File: src/hw/rtl/fixed_slot_pool_allocator_macros.svh
// Assertion macros shared by the slot pool allocator RTL.
// Included by the controller and datapath modules; no other dependencies.
`ifndef FIXED_SLOT_POOL_ALLOCATOR_MACROS_SVH
`define FIXED_SLOT_POOL_ALLOCATOR_MACROS_SVH

// same-cycle implication, checked outside reset
`define FSPA_ASSERT_NOW(label, clk, rst, cond, conseq) \
   label: assert property (@(posedge clk) disable iff (rst) (cond) |-> (conseq)) \
      else $error("fspa assertion failed: same-cycle check");

// next-cycle implication, checked outside reset
`define FSPA_ASSERT_NEXT(label, clk, rst, cond, conseq) \
   label: assert property (@(posedge clk) disable iff (rst) (cond) |=> (conseq)) \
      else $error("fspa assertion failed: next-cycle check");

`endif

File: src/hw/rtl/fspa_pkg.sv
// Package for the slot pool allocator: sizes, operation codes, word types.
// No dependencies; imported by the controller, datapath and top allocator modules.
package fspa_pkg;

   localparam int SLOTS        = 1024;
   localparam int SLOT_W       = $clog2(SLOTS);
   localparam int LINK_W       = $clog2(SLOTS + 1);
   localparam int SLOT_FIELD_W = 10;
   localparam int OP_W         = 2;

   localparam logic [OP_W-1:0] OP_GET     = 2'd0;
   localparam logic [OP_W-1:0] OP_RELEASE = 2'd1;
   localparam logic [OP_W-1:0] OP_RESET   = 2'd2;

   localparam logic [LINK_W-1:0] EMPTY_HEAD = LINK_W'(SLOTS);

   typedef struct packed {
      logic [OP_W-1:0]         operation;
      logic [SLOT_FIELD_W-1:0] slot_in;
   } req_word_type;

   typedef struct packed {
      logic [SLOT_FIELD_W-1:0] slot_out;
      logic                    ok;
   } rsp_word_type;

   typedef struct packed {
      logic accept;
      logic pop_start;
      logic pop_finish;
   } dp_cmd_type;

   typedef struct packed {
      logic head_empty;
   } dp_status_type;

endpackage

File: src/hw/rtl/fspa_ctrl.sv
// Controller for the slot pool allocator: sequencing and result handshake.
// Depends on fspa_pkg and fixed_slot_pool_allocator_macros.svh.
`include "fixed_slot_pool_allocator_macros.svh"
module fspa_ctrl (
   input  logic                   clock,
   input  logic                   reset,
   input  logic                   req_valid,
   input  logic [fspa_pkg::OP_W-1:0] req_operation,
   output logic                   req_stall,
   output logic                   rsp_valid,
   input  logic                   rsp_stall,
   input  fspa_pkg::dp_status_type status,
   output fspa_pkg::dp_cmd_type   cmd
);
   import fspa_pkg::*;

   typedef enum logic {
      S_IDLE,
      S_POP
   } state_type;

   state_type state_ff, state_in;
   logic      rsp_valid_ff, rsp_valid_in;
   logic      rsp_free;
   logic      accept;
   logic      pop_start;

   assign rsp_free  = !rsp_valid_ff || !rsp_stall;
   assign req_stall = !((state_ff == S_IDLE) && rsp_free);
   assign accept    = req_valid && !req_stall;
   assign pop_start = accept && (req_operation == OP_GET) && !status.head_empty;

   always_comb begin
      state_in = state_ff;
      case (state_ff)
         S_IDLE: begin
            if (pop_start) begin
               state_in = S_POP;
            end
         end
         S_POP: begin
            state_in = S_IDLE;
         end
         default: begin
            state_in = S_IDLE;
         end
      endcase
      rsp_valid_in = accept ? 1'b1 : (rsp_valid_ff && rsp_stall);
   end

   always_ff @(posedge clock) begin
      if (reset) begin
         state_ff     <= S_IDLE;
         rsp_valid_ff <= 1'b0;
      end else begin
         state_ff     <= state_in;
         rsp_valid_ff <= rsp_valid_in;
      end
   end

   assign rsp_valid      = rsp_valid_ff;
   assign cmd.accept     = accept;
   assign cmd.pop_start  = pop_start;
   assign cmd.pop_finish = (state_ff == S_POP);

   `FSPA_ASSERT_NOW(a_no_accept_in_pop, clock, reset, state_ff == S_POP, !cmd.accept)
   `FSPA_ASSERT_NEXT(a_pop_finishes, clock, reset, cmd.pop_start, cmd.pop_finish)
   `FSPA_ASSERT_NEXT(a_accept_gives_word, clock, reset, cmd.accept, rsp_valid)

endmodule

File: config.mk
export PLATFORM = sky130hd
export DESIGN_NAME = fspa_ctrl
export DESIGN_NICKNAME = d
export VERILOG_FILES = /design/src/hw/rtl/fspa_pkg.sv /design/src/hw/rtl/fspa_ctrl.sv
export VERILOG_INCLUDE_DIRS = /design/src /design/src/hw/rtl
export SDC_FILE = /design/constraint.sdc
export NUM_CORES = 1
export LEC_CHECK = 0
export BUFFER_PORTS_ARGS = -buffer_cell sky130_fd_sc_hd__buf_4
export CAP_MARGIN = 20
export CORE_AREA = 5 5 42 44
export DETAILED_ROUTE_END_ITERATION = 12
export DIE_AREA = 0 0 47 49
export MAX_ROUTING_LAYER = met4
export SETUP_SLACK_MARGIN = 0.4
export SYNTH_ARGS = -nofsm -noshare
export SYNTH_HDL_FRONTEND = slang
export SYNTH_SLANG_ARGS = --single-unit
File: constraint.sdc
create_clock -name clock -period 1.5 [get_ports clock]
set_input_delay 0.3 -clock clock [delete_from_list [all_inputs] [get_ports clock]]
set_output_delay 0.3 -clock clock [all_outputs]
set_load 0.02 [all_outputs]
* Word-level counts from Yosys, hierarchy flattened
Index checks and enable logic that the tools add are counted. W data, S select, Z words.
Word-level totals: register bits 2, input bits 7, logic and storage cells 17, output and inout bits 5
Operators by class: multiplexer cells 3, bitwise operators 1, reduce and logical (&&, ||, !) cells 11
Operators with widths (number):
- $logic_and A1 B1 Y1 | 5
- $logic_not A1 Y1 | 4
- $logic_not A2 Y1 | 1
- $mux W1 | 2
- $pmux W1 S2 | 1
- $logic_or A1 B1 Y1 | 1
- $not A1 Y1 | 1

* Longest topological paths before layout
Gate-level depths: netlist (run 1).
depth in word-level cells 8, gate-level depth with buffers 3, depth with buffers taken out 2

* Worst setup path before layout (run 1)
OpenSTA, ideal clock, no wires.
path kind input to output, from input port req_operation[1] (netlist bit), to output port cmd[1] (netlist bit), required time 1.200 ns, path slack 0.211 ns, cell stages on the path 3, data arrival time 0.989 ns, buffers on the path 1, cells stage by stage or3_4 > nor3b_2 > buf_4
On the way: longest elaborated chain between the ends 3
Ends and longest elaborated chain:
- start, declared | RTL line fspa_ctrl.sv:8 | input logic [fspa_pkg::OP_W-1:0] req_operation,
- $logic_not A2 Y1 | RTL line fspa_ctrl.sv:31 | assign pop_start = accept && (req_operation == OP_GET) && !status.head_empty;
- $logic_and A1 B1 Y1 (2 in a row) | RTL line fspa_ctrl.sv:31
- end, declared | RTL line fspa_ctrl.sv:13 | output fspa_pkg::dp_cmd_type cmd
Every way passes these cells.

==> results of run 1 <==
[worst max-delay path by stage]
stage,cells past startpoint,endpoint,slack (ns)
2_1_floorplan,3,cmd[1],0.21
3_5_place_dp,4,cmd[1],0.08
3_3_place_gp,4,cmd[1],0.08
6_report,4,cmd[1],0.13
5_1_grt,4,cmd[1],0.10
4_1_cts,4,cmd[1],0.10
[cell families after synthesis]
family	share of synthesized area, %
buf+inv	16.5
compound gates	7.34
simple gates	46.8
flops	29.4
[layer usage]
metal	vias to the layer above	routed length (um)	GRT usage, %
met3	3	63	3.32
met1	65	95	2.63
met2	10	206	6.33
met4	0	30	6.91
met5	-	0	-
li1	72	-	-
[report_power, final]
part / internal (mW) / switching (mW)
Clock: 0.0886 / 0.0352
Sequential: 0.0564 / 0.00209
Combinational: 0.0355 / 0.0245
Total: 0.181 / 0.0618
[final cells by class]
cell class,instances,area share [%]
repair buffers,15,42.2
multi-input cells,8,30.5
flip-flops and latches,2,13.7
clock buffers,3,7.23
well taps,16,6.43
[stage by stage]
stage / hold slack, ns / setup WS (ns) / util, % / total power, mW / cell area, um2
finish: 0.243 / 0.125 / 22.2 / 0.242 / 312
global placement: 0.490 / 0.0803 / 15.4 / 0.102 / 216
global route: 0.235 / 0.101 / 22.2 / 0.260 / 312
floorplan: 0.369 / 0.211 / - / 0.0824 / 136
CTS: 0.236 / 0.104 / 21.3 / 0.249 / 299
detailed placement: 0.488 / 0.0803 / 15.4 / 0.102 / 216
[what timing repair did]
| action | CTS | global route |
|---|---|---|
| pin swaps | 2 | 1 |
| setup endpoints to repair | 3 | 5 |
| gates resized for setup | 10 | 2 |
| setup buffers | 3 | 1 |
[flip-flops by register name, summed over array words and instances (netlist names)]
signal	cells
rsp_valid	1
state_ff	1
[cells in the mapped netlist]
library cell	count
buf_4	3
nand2b_1	2
dfxtp_1	2
or3_4	1
nor4b_4	1
nor3b_2	1
a21oi_1	2
nand2_1	1
[cell usage in the layout (no fill, tap or decap), drive strengths merged]
cell type and count:
dfxtp 2, nor4b 1, or3 1, a21oi 2
nand2b 2, nand2 1, clkbuf 3, buf 15
nor3b 1
==> metrics.txt, run 1 <==
crit start category=primary input; Critical R2R Launch=state_ff; Clock Tree Root=clkbuf_4; io pins=12; hold crit path type=in2reg; cells after synthesis=13; WL per Instance=9.00 um; TritonCTS clock tree=done; min Tclk post-route=1.37 ns; Vias/cell=3.41; cell taking the most area after synthesis=dfxtp_1; total global routing track utilization=4.61%; Hold Path End=rsp_valid; drt first pass iters=1; post-synthesis register bit count=2; Worst setup EP type=output pin; final WL=396 um; CP Data Arrival Time=1.07 ns; hold_sp=reset; Setup TNS=0 ns; clock tree buffer depth=2; initial core utilization=9.73%; Req. time, crit path=1.20 ns; Synth area leaders=dfxtp_1 (29%), nor4b_4 (17%), buf_4 (17%), nand2b_1 (9.2%), nor3b_2 (9.2%); mapped cell area=136 um2; Hold Vio Cnt, Final=0; first-pass GRT wire length=593 um; r2r setup slk=0.46 ns; Synth top area share=29.4%; Syn Nets=20; nets@finish=37; Buf/Inv on CP=2; # hold bufs at CTS=0; filler instances=160; Crit path max-delay family=simple AND/OR/NAND/NOR gates; layout cells sized above 1=96.4%; # diodes=0; multi-input logic area=95.1 um2; total gr overflow=0; Buffers on Ports=11; vias in the first global route=148; CP peak stage delay=0.38 ns; FF-to-FF End=state_ff; max cap viols=0; Die Ht=49 um; Storage cell area=42.5 um2; largest net degree at the start of global routing=5; WHS Path Cells=2; CP Class=in2out; PD cells=778 nW/um2; clk_skew=0.00101 ns; CP Max Fanout=2; initial antenna violation count=0; residual DRC count=0; Detailed Route Iter0 Violations=0; via count=150; Final Non-Filler Cells=44; ANT nets after route=0; CP startpoint=status; sequential share of the synthesized area=29.4%; Achievable Freq=0.727 GHz; Die Wd=47 um; Syn-to-layout area delta=128%; Num CTS Buffers=3; RSZ-0062 raised after global routing=yes; Final period util=91.6%; # rows=14; Die Area=2300 um2; Reg2Reg Depth=4; Slew HR=88.6%; status=completed; Crit-path slowest cell=or3_4; placed cells=37; setup violators final=0; Clk Latency, worst-skew pair=0.23 ns; Cell Chain, Critical Path=buf_6, or3_4, nor3b_2, buf_4; Worst-Margin Slew=0.171 ns; # H-tree levels=1; synth warn=0; Max VDD drop=161 uV; synthesized area per cell=10.5 um2; max-slew violation count=0; RD Place Congestion=0.583; count of cell types in the netlist=8; clock slew at reported path FFs=0.03 ns; Clock Sinks=2; core box area=1400 um2; Pleak=0.143 nW
No activity file was read; power rests on OpenSTA's default activity.
==> inputs of run 2 (changes only) <==
ABC_AREA = 1   (was unset)
==> run 2 against run 1 <==
  * Combinational power is 6.0% higher
  * Cell count up 18%
  * Non-clock buffer count is 1 higher
  * Global-route usage down 0.22 points
  * Die area did not move
  * Routed wire length down 2.8%
  * First-iteration DRC count is the same
  * Critical path depth unchanged
  * Sequential cell count unchanged
  * Worst hold slack better by 0.064 ns
  * Clock power shrank 7%
  * Synthesized area rose by 3.7%
  * Largest power group unchanged
  * Highest routed layer unchanged
==> metrics.txt, run 2 <==
status=completed (unchanged); # rows=14 (unchanged); Critical R2R Launch=state_ff (unchanged); Max VDD drop=130 uV (was 161 uV); clk_skew=0.000778 ns (was 0.00101 ns); cell taking the most area after synthesis=dfxtp_1 (unchanged); # diodes=0 (unchanged); Synth top area share=28.3% (was 29.4%); clock tree buffer depth=2 (unchanged); Worst-Margin Slew=0.143 ns (was 0.171 ns); Pleak=0.171 nW (was 0.143 nW); Detailed Route Iter0 Violations=0 (unchanged); Cell Chain, Critical Path=nand2_4, buf_4, nand2_2, buf_6 (was buf_6, or3_4, nor3b_2, buf_4); setup violators final=0 (unchanged); io pins=12 (unchanged); Die Wd=47 um (unchanged); layout cells sized above 1=80.6% (was 96.4%); Syn-to-layout area delta=119% (was 128%); # H-tree levels=1 (unchanged); filler instances=168 (was 160); nets@finish=45 (was 37); Achievable Freq=0.827 GHz (was 0.727 GHz); Vias/cell=3.37 (was 3.41); Pint=0.179 mW (was 0.181 mW); crit start category=register (was primary input); Placement Cell Area=223 um2 (was 216 um2); residual DRC count=0 (unchanged); largest net degree at the start of global routing=5 (unchanged); number of flops mapped to enable cells by yosys=0 (unchanged); most frequent cells after synthesis=nand2_1 (5), buf_4 (3), inv_1 (3) (was buf_4 (3), a21oi_1 (2), dfxtp_1 (2), nand2b_1 (2)); hold slack=0.307 ns (was 0.243 ns); Reg2Reg Depth=5 (was 4); synthesized area per cell=7.07 um2 (was 10.5 um2); FF-to-FF End=state_ff (unchanged); initial antenna violation count=0 (unchanged); CP Class=reg2out (was in2out); total gr overflow=0 (unchanged); Slew HR=90.5% (was 88.6%); via count=175 (was 150); commonest non-fill, non-tap cell in the layout=buf_4 (unchanged); Clock Sinks=2 (unchanged); Syn Nets=27 (was 20); Finished Cell Area=310 um2 (was 312 um2); mapped cell area=141 um2 (was 136 um2); Synth async-reset ratio=0% (unchanged); ANT nets after route=0 (unchanged); Final period util=80.6% (was 91.6%); Die Area=2300 um2 (unchanged); synth warn=0 (unchanged); drt first pass iters=1 (unchanged); min Tclk post-route=1.21 ns (was 1.37 ns); sequential share of power=24.7% (was 24.1%); CP peak stage delay=0.33 ns (was 0.38 ns); Crit path max-delay family=flip-flops (was simple AND/OR/NAND/NOR gates); CP Data Arrival Time=0.91 ns (was 1.07 ns); PD cells=766 nW/um2 (was 778 nW/um2); Worst setup EP type=output pin (unchanged); Sw Ratio=24.6% (was 25.5%); ys flop type=dfxtp_1 (unchanged); most common cell in the synthesized netlist=nand2_1 (was buf_4); final WL=385 um (was 396 um); core box area=1400 um2 (unchanged); initial core utilization=10.1% (was 9.73%); Clock Tree Root=clkbuf_4 (unchanged); Logic pwr share=26.8% (was 24.7%); Clk Latency, worst-skew pair=0.22 ns (was 0.23 ns); Req. time, crit path=1.20 ns (about the same); sequential share of the synthesized area=28.3% (was 29.4%); total power=0.238 mW (was 0.242 mW); Num CTS Buffers=3 (unchanged); WL per Instance=7.40 um (was 9.00 um); Synth area leaders=dfxtp_1 (28%), buf_4 (16%), nand2_1 (13%), nand3_4 (12%), inv_1 (8.0%) (was dfxtp_1 (29%), nor4b_4 (17%), buf_4 (17%), nand2b_1 (9.2%), nor3b_2 (9.2%)); RSZ-0062 raised after global routing=yes (unchanged); max cap viols=0 (unchanged); Setup TNS=0 ns (unchanged); first-pass GRT wire length=607 um (was 593 um); max-slew violation count=0 (unchanged); post-detail-place hpwl=274 um; Die Ht=49 um (unchanged); Buf/Inv on CP=2 (unchanged); hold crit path type=in2reg (unchanged); CP Max Fanout=2 (unchanged); cells after synthesis=20 (was 13); total global routing track utilization=4.39% (was 4.61%); Hold Vio Cnt, Final=0 (unchanged); TritonCTS clock tree=done (unchanged); post-synthesis register bit count=2 (unchanged); Psw=0.0584 mW (was 0.0618 mW); Crit-path slowest cell=dfxtp_2 (was or3_4); Buffers on Ports=11 (unchanged); hold_sp=reset (unchanged); Hold Path End=rsp_valid (unchanged); clock share of power=48.5% (was 51.1%); clock slew at reported path FFs=0.03 ns (about the same); RD Place Congestion=0.670 (was 0.583); count of cell types in the netlist=9 (was 8); WHS Path Cells=4 (was 2); vias in the first global route=190 (was 148); r2r setup slk=0.63 ns (was 0.46 ns); commonest cells after routing, fill and taps aside=buf_4 (13), nand2_1 (4), inv_2 (3), clkbuf_4 (3), buf_6 (3) (was buf_4 (10), buf_6 (5), clkbuf_4 (3))
-- run 2: cell count changes after synthesis --
cell | before | now
nand2_1 | 1 | 5
inv_1 | 0 | 3
a21oi_1 | 2 | 0
inv_2 | 0 | 2
nand2b_1 | 2 | 0
nor2_1 | 0 | 2
nand2_2 | 0 | 1
nand3_4 | 0 | 1
nor3_2 | 0 | 1
nor3b_2 | 1 | 0
nor4b_4 | 1 | 0
or3_4 | 1 | 0
-- run 2: metrics by stage --
step                      util (%)  std cells  worst slack, ns
after global placement        15.9         44            0.359
after global routing          22.1         52            0.244
after CTS                     20.8         51            0.257
after floorplan                  -         20            0.468
final                         22.1         52            0.291
after detailed placement      15.9         44            0.364
-- run 2: final cells by class --
| cell class | count | area (um2) | area share, % |
|---|---|---|---|
| Sequential cell | 2 | 42.5 | 13.7 |
| Tap cell | 16 | 20.0 | 6.45 |
| Timing Repair Buffer | 16 | 131 | 42.3 |
| Multi-Input combinational cell | 10 | 75.1 | 24.2 |
| Clock buffer | 3 | 22.5 | 7.26 |
| Inverter | 5 | 18.8 | 6.05 |
-- run 2: worst reg2reg max path: stages, from the launching register on --
cell and delay [ns]:
dfxtp_2 0.31, inv_2 0.07, buf_4 0.12, buf_4 0.09
nand2_1 0.05, nor3_2 0.16
-- run 2: kinds of logic after synthesis --
kind of cell,after synthesis,share of synthesized area (%)
buffers and inverters,8,29.2
flip-flops,2,28.3
AND/OR/NAND/NOR,10,42.5
-- run 2: how the worst max path moves through the flow --
| stage | from | cells after the start | slack [ns] | end |
|---|---|---|---|---|
| after CTS | state_ff | 4 | 0.26 | cmd[1] |
| after floorplan | rsp_valid | 4 | 0.47 | cmd[1] |
| after detailed placement | rsp_stall | 5 | 0.36 | cmd[1] |
| after global placement | rsp_stall | 5 | 0.36 | cmd[1] |
| after global routing | rsp_valid | 4 | 0.24 | cmd[1] |
| final | rsp_valid | 4 | 0.29 | req_stall |
-- run 2: repair_timing --
item | CTS | global route
gates resized for setup | 6 | 3
hold buffers | 0 | 0
buffers inserted | 4 | 1
endpoints found under the setup margin | 3 | 3
pin swaps | 0 | 1
-- run 2: metal layers --
| metal | vias up | global-route usage, % | part of all wire (%) |
|---|---|---|---|
| met5 | - | - | 0 |
| met4 | 0 | 6.91 | 4.4 |
| met3 | 2 | 2.58 | 9.9 |
| met2 | 8 | 6.79 | 62 |
| met1 | 79 | 1.97 | 23 |
| li1 | 86 | - | - |
-- run 2: power by group through the flow --
stage                     sequential (mW)  clock (mW)  combinational, mW
after CTS                          0.0588       0.122             0.0583
final                              0.0588       0.115             0.0636
after floorplan                    0.0612           0             0.0250
after detailed placement           0.0587           0             0.0483
after global routing               0.0589       0.132             0.0680
after global placement             0.0587           0             0.0478
==> inputs of run 3 (changes only) <==
clock period = 1.22 ns   (was 1.5 ns; I/O delays follow)
==> run 3 against run 2 <==
  * Register-to-register slack worse by 0.34 ns
  * Clock skew grew 0.0066 ns
  * Worst setup slack got worse by 0.24 ns
  * Via count grew 1.7%
  * Combinational power is 42% higher
  * Sequential power increased by 21%
==> metrics.txt, run 3 (synthesis gave the netlist of run 2 again) <==
r2r setup slk=0.29 ns (was 0.63 ns); residual DRC count=0 (unchanged); Hold Vio Cnt, Final=0 (unchanged); max-slew violation count=0 (unchanged); Pleak=0.180 nW (was 0.171 nW); Worst setup EP type=output pin (unchanged); Req. time, crit path=0.98 ns (was 1.20 ns); Final period util=95.9%; CP Data Arrival Time=0.93 ns (was 0.91 ns); io pins=12 (unchanged); clock slew at reported path FFs=0.04 ns (was 0.03 ns); # diodes=0 (unchanged); ANT nets after route=0 (unchanged); # hold bufs at CTS=0 (unchanged); first-pass GRT wire length=614 um (was 607 um); CP Max Fanout=3 (was 2); total gr overflow=0 (unchanged); RSZ-0062 raised after global routing=yes (unchanged); Max VDD drop=136 uV (was 130 uV); initial antenna violation count=0 (unchanged); PD cells=983 nW/um2 (was 766 nW/um2); Num CTS Buffers=3 (unchanged); setup violators final=0 (unchanged); RD Place Congestion=0.632 (was 0.670); total power=0.326 mW (was 0.238 mW); commonest cells after routing, fill and taps aside=buf_4 (9), buf_6 (7), nand2_1 (4) (was buf_4 (13), nand2_1 (4), inv_2 (3), clkbuf_4 (3), buf_6 (3)); Clock Sinks=2 (unchanged); core box area=1400 um2 (unchanged); Achievable Freq=0.855 GHz; multi-input logic area=75.1 um2 (unchanged); min Tclk post-route=1.17 ns; layout cells sized above 1=75.7% (was 80.6%); WL per Instance=7.85 um (was 7.40 um); status=completed (unchanged); Worst-Margin Slew=0.146 ns (was 0.143 ns); Syn-to-layout area delta=135% (was 119%); clock tree buffer depth=2 (unchanged); TritonCTS clock tree=done (unchanged); final WL=416 um (was 385 um); filler instances=165 (was 168); # H-tree levels=1 (unchanged); Clk Latency, worst-skew pair=0.23 ns (was 0.22 ns); drt first pass iters=1 (unchanged); via count=178 (was 175); Setup TNS=0 ns (unchanged); CP Class=reg2out (unchanged); Vias/cell=3.36 (was 3.37); clk_skew=0.00741 ns (was 0.000778 ns); vias in the first global route=190 (unchanged); initial core utilization=10.1% (unchanged); Die Area=2300 um2 (unchanged); total global routing track utilization=4.61% (was 4.39%); commonest non-fill, non-tap cell in the layout=buf_4 (unchanged); largest net degree at the start of global routing=4 (was 5); Detailed Route Iter0 Violations=0 (unchanged); Buffers on Ports=11 (unchanged); Clock Tree Root=clkbuf_4 (unchanged); nets@finish=45 (unchanged); Die Ht=49 um (unchanged); crit start category=register (unchanged); hold slack=0.241 ns (was 0.307 ns); max cap viols=0 (unchanged); Storage cell area=45.0 um2 (was 42.5 um2); Die Wd=47 um (unchanged); hold crit path type=in2reg (unchanged); Slew HR=90.2% (was 90.5%); post-detail-place hpwl=284 um (was 274 um); # rows=14 (unchanged)
run 3: metrics by stage:
| stage | instances | utilization [%] | worst slack [ns] | area, um2 |
|---|---|---|---|---|
| after floorplan | 20 | - | 0.251 | 154 |
| after global placement | 44 | 16.4 | 0.207 | 230 |
| after detailed placement | 44 | 16.4 | 0.199 | 230 |
| after CTS | 51 | 20.4 | 0.0165 | 287 |
| after global routing | 53 | 23.7 | -0.00674 | 332 |
| final | 53 | 23.7 | 0.0500 | 332 |
run 3: cell type report:
type                            instances  area share, %
Tap cell                               16           6.04
Inverter                                5           5.66
Clock buffer                            4           7.92
Timing Repair Buffer                   16           44.2
Sequential cell                         2           13.6
Multi-Input combinational cell         10           22.6
run 3: path summary, 6_finish.rpt:
| check | cells after the start | startpoint | end |
|---|---|---|---|
| worst min-delay path | 4 | reset | rsp_valid |
| worst max register to register | 7 | rsp_valid | rsp_valid |
| worst max-delay path | 4 | rsp_valid | cmd[1] |
| worst min register to register | 3 | state_ff | state_ff |
run 3: routing by layer:
layer	routed length [um]	vias to the layer above	track usage (%)	part of all wire [%]
met3	40	2	1.11	9.6
met1	107	80	1.97	26
met2	242	8	7.01	58
met4	27	0	9.68	6.5
li1	-	88	-	-
met5	0	-	-	0
run 3: critical path: stages (launching register included):
cell and delay (ns):
dfxtp_4 0.34, nand2_4 0.06, nand3_4 0.09, nor2_4 0.09
buf_6 0.11
run 3: power by group:
part / switching [mW] / internal [mW] / total (mW)
clock: 0.0421 / 0.122 / 0.164
combinational: 0.0380 / 0.0525 / 0.0905
sequential: 0.00278 / 0.0686 / 0.0714
total: 0.0829 / 0.243 / 0.326
run 3: repair_timing:
action,in CTS,in global routing
pin swaps,2,2
setup buffers,3,2
endpoints found under the setup margin,5,7
gates resized for setup,2,9
cloned,0,0
